`src/hw/rtl/cbm_pkg.sv`:
```
`default_nettype none

package cbm_pkg;

    // Item kinds carried on the mode field
    typedef enum logic [1:0] {
        MODE_WRITE = 2'd0,
        MODE_CPU   = 2'd1,
        MODE_PPU   = 2'd2,
        MODE_TICK  = 2'd3
    } mode_t;

    // Destination of a translated access
    typedef enum logic [1:0] {
        TGT_PRG      = 2'd0,
        TGT_RAM      = 2'd1,
        TGT_CHR      = 2'd2,
        TGT_UNMAPPED = 2'd3
    } target_t;

    // Command register codes (CHR banks use codes 0 through 7)
    localparam logic [3:0] CMD_CHR_LAST = 4'h7;
    localparam logic [3:0] CMD_WINDOW   = 4'h8;
    localparam logic [3:0] CMD_PRG_0    = 4'h9;
    localparam logic [3:0] CMD_PRG_2    = 4'hB;
    localparam logic [3:0] CMD_MIRROR   = 4'hC;
    localparam logic [3:0] CMD_IRQ      = 4'hD;
    localparam logic [3:0] CMD_COUNT_LO = 4'hE;
    localparam logic [3:0] CMD_COUNT_HI = 4'hF;

    // CPU address decode on address[15:13]
    localparam logic [2:0] WIN_WINDOW  = 3'b011;
    localparam logic [2:0] WIN_COMMAND = 3'b100;
    localparam logic [2:0] WIN_PARAM   = 3'b101;
    localparam logic [2:0] WIN_FIXED   = 3'b111;

    // Number of PRG banks; the top CPU window maps to the last one
    localparam int          PRG_BANK_COUNT = 64;
    localparam logic [7:0]  PRG_LAST_BANK  = 8'((PRG_BANK_COUNT - 1) & 8'hFF);

    // Mapper state
    typedef struct packed {
        logic [3:0]       command_select;
        logic [7:0][7:0]  chr_banks;
        logic [2:0][7:0]  prg_banks;
        logic [7:0]       window_bank;
        logic             window_is_ram;
        logic [1:0]       mirror_mode;
        logic             irq_enable;
        logic             counter_enable;
        logic [15:0]      down_count;
        logic             irq_pending;
    } state_t;

endpackage

`default_nettype wire

```
`src/hw/rtl/cbm_regs.sv`:
```
`default_nettype none

module cbm_regs (
    input  wire logic             clk,
    input  wire logic             rst_n,
    input  wire logic             advance,
    input  wire logic [1:0]       mode,
    input  wire logic [15:0]      address,
    input  wire logic [7:0]       data,
    output cbm_pkg::state_t       st,
    output logic                  irq_next,
    output logic [1:0]            mirror_next
);

    cbm_pkg::state_t st_reg;
    cbm_pkg::state_t st_next;
    logic [15:0]     count_dec;
    logic [1:0]      prg_sel;

    assign count_dec = st_reg.down_count - 16'd1;
    assign prg_sel   = 2'(st_reg.command_select - cbm_pkg::CMD_PRG_0);

    // Next state: command/parameter writes and counter ticks
    always_comb
    begin
        st_next = st_reg;
        case (cbm_pkg::mode_t'(mode))
            cbm_pkg::MODE_WRITE:
            begin
                if (address[15:13] == cbm_pkg::WIN_COMMAND)
                begin
                    st_next.command_select = data[3:0];
                end
                else if (address[15:13] == cbm_pkg::WIN_PARAM)
                begin
                    case (st_reg.command_select) inside
                        [4'h0:cbm_pkg::CMD_CHR_LAST]:
                            st_next.chr_banks[st_reg.command_select[2:0]] = data;
                        cbm_pkg::CMD_WINDOW:
                        begin
                            // RAM selected while RAM disabled: write dropped
                            if (!data[6] || data[7])
                            begin
                                st_next.window_bank   = data;
                                st_next.window_is_ram = data[6];
                            end
                        end
                        [cbm_pkg::CMD_PRG_0:cbm_pkg::CMD_PRG_2]:
                            st_next.prg_banks[prg_sel] = data;
                        cbm_pkg::CMD_MIRROR:
                            st_next.mirror_mode = data[1:0];
                        cbm_pkg::CMD_IRQ:
                        begin
                            st_next.irq_enable     = data[0];
                            st_next.counter_enable = data[7];
                            if (!data[7])
                            begin
                                st_next.irq_pending = 1'b0;
                            end
                        end
                        cbm_pkg::CMD_COUNT_LO:
                            st_next.down_count[7:0] = data;
                        cbm_pkg::CMD_COUNT_HI:
                            st_next.down_count[15:8] = data;
                        default:
                            st_next = st_reg;
                    endcase
                end
            end
            cbm_pkg::MODE_TICK:
            begin
                if (st_reg.counter_enable)
                begin
                    st_next.down_count = count_dec;
                    if (count_dec == 16'd0 && st_reg.irq_enable)
                    begin
                        st_next.irq_pending = 1'b1;
                    end
                end
            end
            default:
                st_next = st_reg;
        endcase
    end

    // State register, updated once per beat moving to the result stage
    always_ff @(posedge clk or negedge rst_n)
    begin
        if (!rst_n)
        begin
            st_reg <= '0;
        end
        else if (advance)
        begin
            st_reg <= st_next;
        end
    end

    assign st          = st_reg;
    assign irq_next    = st_next.irq_pending;
    assign mirror_next = st_next.mirror_mode;

endmodule

`default_nettype wire

```
`src/hw/rtl/cbm_xlate.sv`:
```
`default_nettype none

module cbm_xlate (
    input  cbm_pkg::state_t       st,
    input  wire logic [1:0]       mode,
    input  wire logic [15:0]      address,
    output logic [7:0]            bank,
    output logic [12:0]           offset,
    output logic [1:0]            target
);

    logic [7:0] prg_bank;

    // Switchable 8 KiB PRG slots at 0x8000, 0xA000, 0xC000
    always_comb
    begin
        case (address[14:13])
            2'd0:    prg_bank = st.prg_banks[0];
            2'd1:    prg_bank = st.prg_banks[1];
            2'd2:    prg_bank = st.prg_banks[2];
            default: prg_bank = st.prg_banks[2];
        endcase
    end

    // Address translation; writes and ticks come out unmapped
    always_comb
    begin
        bank   = 8'd0;
        offset = 13'd0;
        target = cbm_pkg::TGT_UNMAPPED;
        case (cbm_pkg::mode_t'(mode))
            cbm_pkg::MODE_CPU:
            begin
                if (address[15:13] == cbm_pkg::WIN_WINDOW)
                begin
                    bank   = st.window_bank;
                    offset = address[12:0];
                    target = st.window_is_ram ? cbm_pkg::TGT_RAM : cbm_pkg::TGT_PRG;
                end
                else if (address[15:13] == cbm_pkg::WIN_FIXED)
                begin
                    bank   = cbm_pkg::PRG_LAST_BANK;
                    offset = address[12:0];
                    target = cbm_pkg::TGT_PRG;
                end
                else if (address[15])
                begin
                    bank   = prg_bank;
                    offset = address[12:0];
                    target = cbm_pkg::TGT_PRG;
                end
            end
            cbm_pkg::MODE_PPU:
            begin
                bank   = st.chr_banks[address[12:10]];
                offset = {3'd0, address[9:0]};
                target = cbm_pkg::TGT_CHR;
            end
            default:
            begin
                bank   = 8'd0;
                offset = 13'd0;
                target = cbm_pkg::TGT_UNMAPPED;
            end
        endcase
    end

endmodule

`default_nettype wire

```
`src/hw/rtl/cartridge_bank_mapper_irq_top.sv`:
```
// Cartridge bank mapper with IRQ down counter.
// Input channel (in_valid / in_stall) carries one beat per item: mode
// selects a CPU write, a CPU address translate, a PPU pattern address
// translate or a CPU cycle tick; address and data go with it.
// Output channel (out_valid / out_stall) returns exactly one beat per item:
// bank, offset and target for translates (unmapped for writes and ticks),
// plus irq_line and mirroring as they stand after that item.
// An accepted item moves from the input register to the result register.
// One item per clock while the receiver does not stall; the input register
// feeds the state update and translate logic, which load the result register.
// When the receiver stalls, the result register holds its beat; the input
// register can still take one more beat, after which in_stall rises until
// the result is taken.
// Reset clears all bank, mirroring, IRQ and counter state to zero and
// empties both pipeline registers.
`default_nettype none

module cartridge_bank_mapper_irq_top (
    input  wire logic         clk,
    input  wire logic         rst_n,
    input  wire logic         in_valid,
    output logic              in_stall,
    input  wire logic [1:0]   mode,
    input  wire logic [15:0]  address,
    input  wire logic [7:0]   data,
    output logic              out_valid,
    input  wire logic         out_stall,
    output logic [7:0]        bank,
    output logic [12:0]       offset,
    output logic [1:0]        target,
    output logic              irq_line,
    output logic [1:0]        mirroring
);

    logic            in_valid_reg;
    logic [1:0]      mode_reg;
    logic [15:0]     address_reg;
    logic [7:0]      data_reg;

    logic            out_valid_reg;
    logic [7:0]      bank_reg;
    logic [12:0]     offset_reg;
    logic [1:0]      target_reg;
    logic            irq_reg;
    logic [1:0]      mirror_reg;

    logic            advance;
    cbm_pkg::state_t st;
    logic            irq_next;
    logic [1:0]      mirror_next;
    logic [7:0]      bank_next;
    logic [12:0]     offset_next;
    logic [1:0]      target_next;

    // Handshake: input stage moves on whenever the result slot is free
    assign advance  = in_valid_reg && (!out_valid_reg || !out_stall);
    assign in_stall = in_valid_reg && out_valid_reg && out_stall;

    // Input register
    always_ff @(posedge clk or negedge rst_n)
    begin
        if (!rst_n)
        begin
            in_valid_reg <= 1'b0;
        end
        else if (!in_stall)
        begin
            in_valid_reg <= in_valid;
        end
    end

    always_ff @(posedge clk)
    begin
        if (in_valid && !in_stall)
        begin
            mode_reg    <= mode;
            address_reg <= address;
            data_reg    <= data;
        end
    end

    cbm_regs u_regs (
        .clk         (clk),
        .rst_n       (rst_n),
        .advance     (advance),
        .mode        (mode_reg),
        .address     (address_reg),
        .data        (data_reg),
        .st          (st),
        .irq_next    (irq_next),
        .mirror_next (mirror_next)
    );

    cbm_xlate u_xlate (
        .st      (st),
        .mode    (mode_reg),
        .address (address_reg),
        .bank    (bank_next),
        .offset  (offset_next),
        .target  (target_next)
    );

    // Result register
    always_ff @(posedge clk or negedge rst_n)
    begin
        if (!rst_n)
        begin
            out_valid_reg <= 1'b0;
        end
        else if (advance)
        begin
            out_valid_reg <= 1'b1;
        end
        else if (!out_stall)
        begin
            out_valid_reg <= 1'b0;
        end
    end

    always_ff @(posedge clk)
    begin
        if (advance)
        begin
            bank_reg   <= bank_next;
            offset_reg <= offset_next;
            target_reg <= target_next;
            irq_reg    <= irq_next;
            mirror_reg <= mirror_next;
        end
    end

    assign out_valid = out_valid_reg;
    assign bank      = bank_reg;
    assign offset    = offset_reg;
    assign target    = target_reg;
    assign irq_line  = irq_reg;
    assign mirroring = mirror_reg;

endmodule

`default_nettype wire

```
`config.mk`:
```
export PLATFORM = sky130hd
export DESIGN_NAME = cartridge_bank_mapper_irq_top
export DESIGN_NICKNAME = d
export VERILOG_FILES = /design/src/hw/rtl/cbm_pkg.sv /design/src/hw/rtl/cbm_regs.sv /design/src/hw/rtl/cbm_xlate.sv /design/src/hw/rtl/cartridge_bank_mapper_irq_top.sv
export SDC_FILE = /design/constraint.sdc
export NUM_CORES = 1
export LEC_CHECK = 0
export ABC_AREA = 1
export BUFFER_PORTS_ARGS = -buffer_cell sky130_fd_sc_hd__buf_2
export CAP_MARGIN = 20
export CELL_PAD_IN_SITES_DETAIL_PLACEMENT = 2
export CELL_PAD_IN_SITES_GLOBAL_PLACEMENT = 2
export CORE_AREA = 2 2 145 147
export CTS_BUF_LIST = sky130_fd_sc_hd__clkbuf_2 sky130_fd_sc_hd__clkbuf_4 sky130_fd_sc_hd__clkbuf_8
export CTS_CLUSTER_DIAMETER = 100
export CTS_CLUSTER_SIZE = 10
export DETAILED_ROUTE_END_ITERATION = 10
export DIE_AREA = 0 0 147 149
export GPL_TIMING_DRIVEN = 0
export PLACE_DENSITY_LB_ADDON = 0.1
export REMOVE_ABC_BUFFERS = 1
export SLEW_MARGIN = 25
export SYNTH_ARGS = -nofsm -noshare
export SYNTH_HDL_FRONTEND = slang
export SYNTH_SLANG_ARGS = --single-unit
```
`constraint.sdc`:
```
create_clock -name clk -period 3 [get_ports clk]
set_clock_uncertainty 0.1 [all_clocks]
set_input_delay 0.6 -clock clk [delete_from_list [all_inputs] [get_ports clk]]
set_output_delay 0.6 -clock clk [all_outputs]
set_load 0.02 [all_outputs]
```
# After elaboration in Yosys (flattened, before gate mapping)
# Cells that the tools add are included.
# W data, S select, Z words.
[op_classes]
order_cmp = 9
bitwise = 5
n_reduce_logical = 26
n_eq_ne = 25
n_mux = 59
n_addsub = 2
[ops]
columns = ["op", "count"]
rows = [
  ["$mux W8", 19],
  ["$bwmux W64", 1],
  ["$mux W21", 2],
  ["$mux W13", 3],
  ["$pmux W17 S2", 1],
  ["$pmux W8 S2", 2],
  ["$pmux W13 S2", 1],
  ["$bmux W8 S3", 1],
  ["$bwmux W24", 1],
  ["$demux W8 S3", 1],
  ["$mux W2", 12],
  ["$eq A4 B4 Y1 const B", 5],
  ["$mux W17", 1],
  ["$demux W8 S2", 1],
  ["$logic_not A16 Y1", 1],
  ["$sub A16 B1 Y16 const B", 1],
  ["$ne A2 B2 Y1 const B", 7],
  ["$reduce_and A7 Y1", 2],
  ["$reduce_and A12 Y1", 1],
  ["$reduce_and A11 Y1", 1],
  ["$mux W1", 10],
  ["$ne A2 B1 Y1 const B", 5],
  ["$eq A3 B3 Y1 const B", 3],
  ["$logic_and A1 B1 Y1", 9],
  ["other kinds (22)", 35],
]
[totals]
elab_cells = 156
out_inout_bits = 28
in_bits = 30
register_bits = 176

# Longest topological paths before layout
# Gate-level depths: netlist of the first run.
[depth]
word_depth = 11
mapped_depth = 15
ltp_nobuf = 15

# Cells and area by module
# A second synthesis of the first run with hierarchy kept.
[hier_totals]
cells_unflattened = 966
area_unflattened_um2 = 8344.3
[modules_own_cells]
columns = ["mod", "cells_each", "n_inst", "area_per_inst_um2", "seq_area_each_um2"]
rows = [
  ["cbm_regs", 598, 1, 5278.8, 3027.9],
  ["cartridge_bank_mapper_irq_top", 64, 1, 1656.6, 1611.5],
  ["cbm_xlate", 304, 1, 1408.9, 0.0],
]

# Worst setup path after synthesis of the first run
# Ideal clock, no wire load.
[synth_timing]
path_type = "register to register"
startpoint = "reg mode_reg[0]"
endpoint = "reg u_regs.st_reg, in the netlist u_regs.st[85]"
setup_ns = 0.133
period_less_slack_ns = 2.151
arrival_ns = 1.918
setup_slack_ns = 0.849
stages_incl_launch_ff = 12
n_path_buf = 2
path_cell_list = "edfxtp_1 inv_1 ha_1 clkbuf_1 inv_1 nor2_1 inv_2 nor3_4 nand4_1 buf_2 nand2_1 o21ai_0"
[synth_via]
elab_chain_cells = 2
[synth_rtl]
columns = ["item", "line", "rtl"]
rows = [
  ["start, declared", "cartridge_bank_mapper_irq_top.sv:36", "logic [1:0] mode_reg;"],
  ["start signal, assigned", "cartridge_bank_mapper_irq_top.sv:76", "mode_reg <= mode;"],
  ["$logic_not A2 Y1", "cbm_regs.sv:27", "case (cbm_pkg::mode_t'(mode))"],
  ["$reduce_and A5 Y1 (no source line)", "-", ""],
  ["end signal, assigned", "cbm_regs.sv:95", "st_reg <= st_next;"],
  ["end, declared", "cbm_regs.sv:15", "cbm_pkg::state_t st_reg;"],
]
# No other way between the ends.
# A chain may end at the register's enable or synchronous reset.

# Worst setup path after layout of the first run
[layout_timing]
startpoint = "reg address_reg[10]"
endpoint = "reg bank_reg[5], in the netlist bank[5] (data pin)"
[layout_via]
elab_chain_cells = 3
[layout_rtl]
columns = ["item", "line", "rtl"]
rows = [
  ["start, declared", "cartridge_bank_mapper_irq_top.sv:37", "logic [15:0] address_reg;"],
  ["start signal, assigned", "cartridge_bank_mapper_irq_top.sv:77", "address_reg <= address;"],
  ["$bmux W8 S3", "cbm_xlate.sv:55", "bank = st.chr_banks[address[12:10]];"],
  ["$mux W8 (implied by the code)", "cbm_xlate.sv:55", ""],
  ["$pmux W8 S2", "cbm_xlate.sv:31", "case (cbm_pkg::mode_t'(mode))"],
  ["end signal, assigned", "cartridge_bank_mapper_irq_top.sv:124", "bank_reg <= bank_next;"],
  ["end, declared", "cartridge_bank_mapper_irq_top.sv:41", "logic [7:0] bank_reg;"],
]
# No other way between the ends. The select of a mux whose other input is x is not followed.

==> results.py, run 1 <==
metrics = {
    "status": {
        "status": "completed",
    },
    "worst_setup_path": {
        "cp_cell_sequence": "buf_6 -> buf_8 -> clkinvlp_4 -> nor2_1 -> o221ai_1 -> o211ai_1 -> a21oi_1",
        "crit_end": "bank[5]",
        "r2r_slack_ns": 0.22,
        "worstPathRequired_ns": 3.10,
        "worstReg2RegStart": "address_reg[10]",
        "startpoint": "address_reg[10]",
        "end_kind": "flop",
        "worstReg2RegEnd": "bank[5]",
        "crit_fanout": 21,
        "critical_path.max_stage_delay_ns": 0.73,
        "cp.arrival_ns": 2.88,
        "critical_path_class": "reg2reg",
        "crit_path_top_delay_cell": "edfxtp_1",
        "start_kind": "flop",
        "rr_worst_depth": 7,
    },
    "global_route": {
        "grt_start_max_net_pins": 73,
        "gr-usage-all-layers": 0.233,
        "grt_pass1_wl_um": 39100,
        "antenna_found_initial": 0,
        "grt_pass1_vias": 7210,
        "overflow": 0,
    },
    "route": {
        "vias_per_cell": 5.32,
        "totalWireLength_um": 24300,
        "dr_total_vias": 6287,
        "wl_per_cell_um": 20.6,
        "drt_iter0_drc": 288,
        "drc": 0,
        "ant_nets": 0,
        "first_pass_iters": 5,
    },
    "logic_synthesis": {
        "synth_top_area_share": 0.395,
        "yosysSeqAreaShare": 0.595,
        "ys.flop_type": "dfrtp_1",
        "yosys_warnings": 0,
        "async_reset_ff_frac": 0.703,
        "synth-seq-cells": 175,
        "syn_area_sq_um": 7800,
        "synth.area.top_cells": "dfrtp_1, edfxtp_1, nand2_1",
        "synth_top_area_cell": "dfrtp_1",
        "synth.distinct_cells": 31,
        "syn_inst": 845,
        "synth_edf_count": 52,
        "avgSynthCellArea_sq_um": 9.23,
    },
    "clock_network": {
        "cts_max_path_buffers": 2,
        "ctsHtreeMaxLevel": 4,
        "cts_root_buf": "clkbuf_8",
        "cts_tree": "done",
        "insertion_delay_ns": 0.47,
        "clkTransAtPathRegs_ns": 0.11,
        "cts_inserted_buffers": 17,
        "cts.sinks": 175,
    },
    "finish": {
        "fillCellCount": 2250,
        "antenna_cells": 0,
        "drive_above_1_share": 0.126,
        "nNetsFinal": 929,
        "largest_reg_flops": 121,
        "seqCellArea_sq_um": 4640,
        "syn2layout_area_growth_pct": 13.0,
        "multi_input_area_sq_um": 2820,
        "final_area_sq_um": 8810,
        "layout.cells.non_filler": 1181,
    },
    "power": {
        "clock_power_share": 0.292,
        "finalPower_w": 0.00555,
        "p_per_area_nw_per_um2": 630,
        "p_leak_nw": 3.88,
        "ir_drop_uv": 267,
        "pwr-share-comb": 0.197,
        "p_int_w": 0.00361,
        "seqPwrFrac": 0.511,
        "switching_share": 0.350,
        "p_sw_w": 0.00194,
    },
    "die": {
        "fp.dieArea_sq_um": 21900,
        "start_util": 0.379,
        "die_x_um": 147,
        "rows": 53,
        "io_pins": 58,
        "die_h_um": 149,
        "coreArea_sq_um": 20600,
    },
    "timing": {
        "holdWs_ns": 0.197,
        "drv_slew": 0,
        "fin_tns_setup_ns": 0,
        "worstMarginPinSlew_ns": 0.800,
        "slew_headroom": 0.465,
        "fin_crit_sh": 0.926,
        "grt_setup_unrepaired": "false",
        "setup_viol": 0,
        "fmax_mhz": 360,
        "hold_viol": 0,
        "min_period_ns": 2.78,
    },
    "hold_path": {
        "min_from": "address[3]",
        "hold_class": "in2reg",
    },
    "place": {
        "place.port_buffers": 57,
        "place_area_sq_um": 8340,
        "hpwl_um": 16300,
        "place_inst": 1141,
        "gp_congestion": 0.782,
    },
    "run": {
        "max-cap-violations": 0,
    },
}
## cells by family (layout without fill, tap and decap cells)
kind of cell    after synthesis  count (layout)  synth area share
compound gates              203             203             0.146
flops                       175             175             0.595
buf+inv                      94             155            0.0465
mux                          12              12            0.0154
fa+ha+maj                     6               6           0.00962
xor+xnor                      5               5           0.00561
simple gates                350             350             0.182
## critical path, delay by kind of cell (launching register included)
kind                   cells  cell delay [ns]
buffers and inverters      3             0.83
flip-flops                 1             0.73
AO/OA/AOI/OAI              3             0.56
AND/OR/NAND/NOR            1             0.27
## layer usage
| layer | GRT usage | vias up | share of wire |
|---|---|---|---|
| met5 | 0 | - | 0 |
| met4 | 0.0755 | 0 | 0.021 |
| met3 | 0.0434 | 27 | 0.035 |
| met2 | 0.408 | 98 | 0.51 |
| met1 | 0.293 | 3213 | 0.43 |
| li1 | - | 2949 | - |
## cell usage after synthesis (2+ instances only)
| cell type | count |
|---|---|
| nor3_2 | 2 |
| nor3_1 | 4 |
| o32ai_1 | 4 |
| edfxtp_1 | 52 |
| a22oi_1 | 5 |
| nor2_1 | 94 |
| o21ai_0 | 123 |
| a21oi_1 | 30 |
| buf_2 | 5 |
| o21a_1 | 8 |
| clkbuf_1 | 32 |
| nand2_1 | 204 |
| o22ai_1 | 8 |
| ha_1 | 6 |
| mux2i_1 | 12 |
| nand4_1 | 6 |
| or2_2 | 6 |
| dfrtp_1 | 123 |
| o221ai_1 | 12 |
| o211ai_1 | 4 |
| xor2_1 | 5 |
| nand3_1 | 32 |
| inv_1 | 53 |
| a31oi_1 | 8 |
## power by group through the flow
stage / Clock, W / Combinational (W) / Sequential (W)
global placement: 0 / 0.00100 / 0.00288
finish: 0.00162 / 0.00110 / 0.00284
floorplan: 0 / 0.000646 / 0.00289
detailed placement: 0 / 0.00107 / 0.00289
global route: 0.00177 / 0.00124 / 0.00286
CTS: 0.00167 / 0.00109 / 0.00284
## through the flow
step / utilization / setup WS (ns)
floorplan: - / 0.786
global placement: 0.402 / -0.491
detailed placement: 0.406 / -0.104
CTS: 0.426 / 0.0266
global route: 0.429 / 0.0687
finish: 0.429 / 0.222
## cell type report
type                    count  share of cell area
clock buffers              17              0.0265
clock inverters            15              0.0166
inverters                  55              0.0238
multi-input cells         576               0.320
flip-flops and latches    175               0.526
well taps                 275              0.0390
repair buffers             68              0.0476
## placed cells by master, fill, tap and decap left out, types with 2 or more instances in the layout
cell type | netlist | layout
a22oi_1 | 5 | 5
clkinvlp_4 | 0 | 2
inv_2 | 1 | 3
edfxtp_1 | 52 | 52
clkbuf_8 | 0 | 17
o22ai_1 | 8 | 8
nor3_1 | 4 | 4
inv_1 | 53 | 50
nand3_2 | 0 | 2
clkinv_4 | 0 | 3
a31oi_1 | 8 | 8
o21ai_0 | 123 | 123
o32ai_1 | 4 | 4
buf_2 | 5 | 56
o221ai_1 | 12 | 12
nand4_1 | 6 | 6
inv_6 | 0 | 4
or2_2 | 6 | 6
buf_4 | 1 | 6
mux2i_1 | 12 | 12
o21a_1 | 8 | 8
nor2_1 | 94 | 94
ha_1 | 6 | 6
a21oi_1 | 30 | 30
dfrtp_1 | 123 | 123
xor2_1 | 5 | 5
nor3_4 | 1 | 3
buf_8 | 0 | 3
nand2_1 | 204 | 204
nand3_1 | 32 | 30
o211ai_1 | 4 | 4
inv_8 | 0 | 5
## how the worst min path moves through the flow
stage                      to  slack [ns]  cells after the start
2_1_floorplan    in_valid_reg        0.20                      0
3_5_place_dp   u_regs.st[103]        0.37                      2
4_1_cts        address_reg[3]        0.17                      1
5_1_grt        address_reg[9]        0.16                      1
3_3_place_gp        out_valid        0.36                      2
6_report       address_reg[3]        0.20                      1
## what timing repair did
item / CTS / global route
endpoints found under the hold margin: 51 / 0
endpoints found under the setup margin: 20 / 51
gates cloned: 0 / 0
hold buffers: 1 / 0
resized for setup: 0 / 4
pin swaps: 4 / 0
buffers inserted: 5 / 1
(Power assumes the default switching activity.)
==> inputs of run 2 (changes only) <==
- BUFFER_PORTS_ARGS: -buffer_cell sky130_fd_sc_hd__buf_2 -> not set
- CORE_AREA: 2 2 145 147 -> 2 2 140 142
- DIE_AREA: 0 0 147 149 -> 0 0 142 144
- DONT_BUFFER_PORTS: not set -> 1
- MAX_ROUTING_LAYER: not set -> met4
==> run 2 against run 1 <==
Against the previous run:
- the flow now finishes with violations (hold timing)
- final area decreased by 3.8%
- flip-flop and latch count unchanged
- utilization increased by 1.6 points
- sequential power increased by 2%
- first-iteration DRC count increased by 14%
- hold slack got worse by 0.48 ns
- critical path type unchanged
- highest routed layer unchanged
==> results.py, run 2 (same netlist as run 1, synthesis figures left out) <==
metrics = {
    "die": {
        "start_util": 0.409,
        "die_x_um": 142,
        "fp.dieArea_sq_um": 20400,
        "die_h_um": 144,
        "coreArea_sq_um": 19100,
        "io_pins": 58,
        "rows": 51,
    },
    "finish": {
        "nNetsFinal": 874,
        "drive_above_1_share": 0.0682,
        "final_common_cell": "nand2_1",
        "fillCellCount": 2032,
        "layout_common_cells": "nand2_1, o21ai_0, dfrtp_1, nor2_1, edfxtp_1",
        "syn2layout_area_growth_pct": 8.66,
        "final_area_sq_um": 8480,
        "seqCellArea_sq_um": 4640,
        "largest_reg_flops": 121,
        "multi_input_area_sq_um": 2820,
    },
    "route": {
        "wl_per_cell_um": 21.8,
        "totalWireLength_um": 23700,
        "first_pass_iters": 5,
        "drc": 0,
        "drt_iter0_drc": 328,
        "vias_per_cell": 5.61,
        "dr_total_vias": 6119,
        "ant_nets": 0,
    },
    "worst_setup_path": {
        "crit_end": "u_regs.st[1]",
        "worstReg2RegEnd": "u_regs.st[1]",
        "crit_fanout": 15,
        "r2r_slack_ns": 0.26,
        "end_kind": "flop",
        "worstReg2RegStart": "mode_reg[0]",
        "cp.arrival_ns": 3.03,
        "path_delay_family": "simple AND/OR/NAND/NOR gates",
        "critical_path_class": "reg2reg",
        "crit_top_cell": "nand2_1",
        "cp_cell_sequence": "ha_1 -> nand2_1 -> inv_1 -> a21oi_1 -> nor3_2 -> nand2_1 -> o22ai_1",
        "rr_worst_depth": 7,
        "critical_path.max_stage_delay_ns": 0.54,
        "worst-path-stages": 7,
        "worstPathRequired_ns": 3.28,
        "crit_path_top_delay_cell": "nor3_2",
        "startpoint": "mode_reg[0]",
        "start_kind": "flop",
        "path_buf_inv": 1,
    },
    "global_route": {
        "grt_pass1_wl_um": 37600,
        "gr-usage-all-layers": 0.252,
        "antenna_found_initial": 1,
        "grt_pass1_vias": 6622,
        "overflow": 0,
        "grt_start_max_net_pins": 124,
    },
    "power": {
        "clock_power_share": 0.298,
        "p_int_w": 0.00359,
        "switching_share": 0.346,
        "p_per_area_nw_per_um2": 648,
        "p_leak_nw": 3.66,
        "seqPwrFrac": 0.527,
        "finalPower_w": 0.00549,
        "p_sw_w": 0.00190,
        "pwr-share-comb": 0.174,
        "ir_drop_uv": 384,
    },
    "clock_network": {
        "insertion_delay_ns": 0.48,
        "cts_max_path_buffers": 2,
        "cts_tree": "done",
        "cts.sinks": 175,
        "ctsHtreeMaxLevel": 4,
        "cts_root_buf": "clkbuf_8",
        "cts_inserted_buffers": 17,
        "clkTransAtPathRegs_ns": 0.10,
    },
    "place": {
        "place.port_buffers": 0,
        "gp_congestion": 0.824,
        "hpwl_um": 16000,
        "post-place-ws_ns": -0.238,
        "place_area_sq_um": 7990,
    },
    "timing": {
        "hold_viol": 123,
        "worstMarginPinSlew_ns": 0.939,
        "min_period_ns": 2.74,
        "fin_crit_sh": 0.915,
        "fin_tns_setup_ns": 0,
        "holdWs_ns": -0.287,
        "grt_setup_unrepaired": "false",
        "fmax_mhz": 364,
        "fin_ws_ns": 0.255,
        "drv_slew": 0,
        "slew_headroom": 0.370,
        "setup_viol": 0,
    },
    "status": {
        "violations": "hold timing",
        "status": "finished with violations",
    },
    "hold_path": {
        "hold_class": "in2async",
    },
    "run": {
        "max-cap-violations": 0,
    },
}
## run 2: area by class of cell
type                       count  share of cell area
multi-input combinational    576               0.332
sequential                   175               0.547
tap                          238              0.0351
timing repair buffer          13              0.0142
clock inverter                15              0.0190
clock buffer                  17              0.0276
antenna                        1            0.000295
inverter                      55              0.0244
## run 2: stage by stage
| stage | utilization | std cells |
|---|---|---|
| 2_1_floorplan | - | 806 |
| 3_3_place_gp | 0.416 | 1044 |
| 3_5_place_dp | 0.419 | 1047 |
| 4_1_cts | 0.443 | 1087 |
| 5_1_grt | 0.444 | 1090 |
| 6_report | 0.444 | 1090 |
## run 2: power by group through the flow
| stage | sequential [W] | combinational, W | clock [W] |
|---|---|---|---|
| 2_1_floorplan | 0.00289 | 0.000646 | 0 |
| 3_3_place_gp | 0.00294 | 0.000857 | 0 |
| 3_5_place_dp | 0.00295 | 0.000930 | 0 |
| 4_1_cts | 0.00290 | 0.000954 | 0.00168 |
| 5_1_grt | 0.00293 | 0.00109 | 0.00176 |
| 6_report | 0.00290 | 0.000957 | 0.00164 |
## run 2: worst min-delay path by stage
stage | startpoint | end | slack (ns) | cells after the start
final | rst_n | u_regs.st[63] | -0.29 | 0
after global routing | rst_n | u_regs.st[83] | -0.33 | 0
after CTS | rst_n | u_regs.st[34] | -0.32 | 0
after floorplan | rst_n | in_valid_reg | 0.20 | 0
after detailed placement | rst_n | u_regs.st[67] | 0.21 | 0
after global placement | rst_n | u_regs.st[67] | 0.21 | 0
## run 2: routing by layer
| layer | wire length (um) | global-route usage | up-vias | part of all wire |
|---|---|---|---|---|
| met5 | 0 | - | - | 0 |
| met4 | 417 | 0.0726 | 0 | 0.018 |
| met3 | 779 | 0.0440 | 23 | 0.033 |
| met2 | 11800 | 0.411 | 93 | 0.50 |
| met1 | 10700 | 0.327 | 3156 | 0.45 |
| li1 | - | - | 2847 | - |
## run 2: what timing repair did
action / CTS / global route
gates resized for setup: 1 / 2
setup endpoints to repair: 33 / 34
buffers inserted: 8 / 2
hold endpoints to repair: 123 / 123
pin swaps: 4 / 0
## run 2: worst reg2reg max path, delay by kind of cell (launching register included)
family          cells  cell delay (ns)
fa+ha+maj           1             0.27
flops               1             0.40
simple gates        3             1.09
buf+inv             1             0.46
compound gates      2             0.35
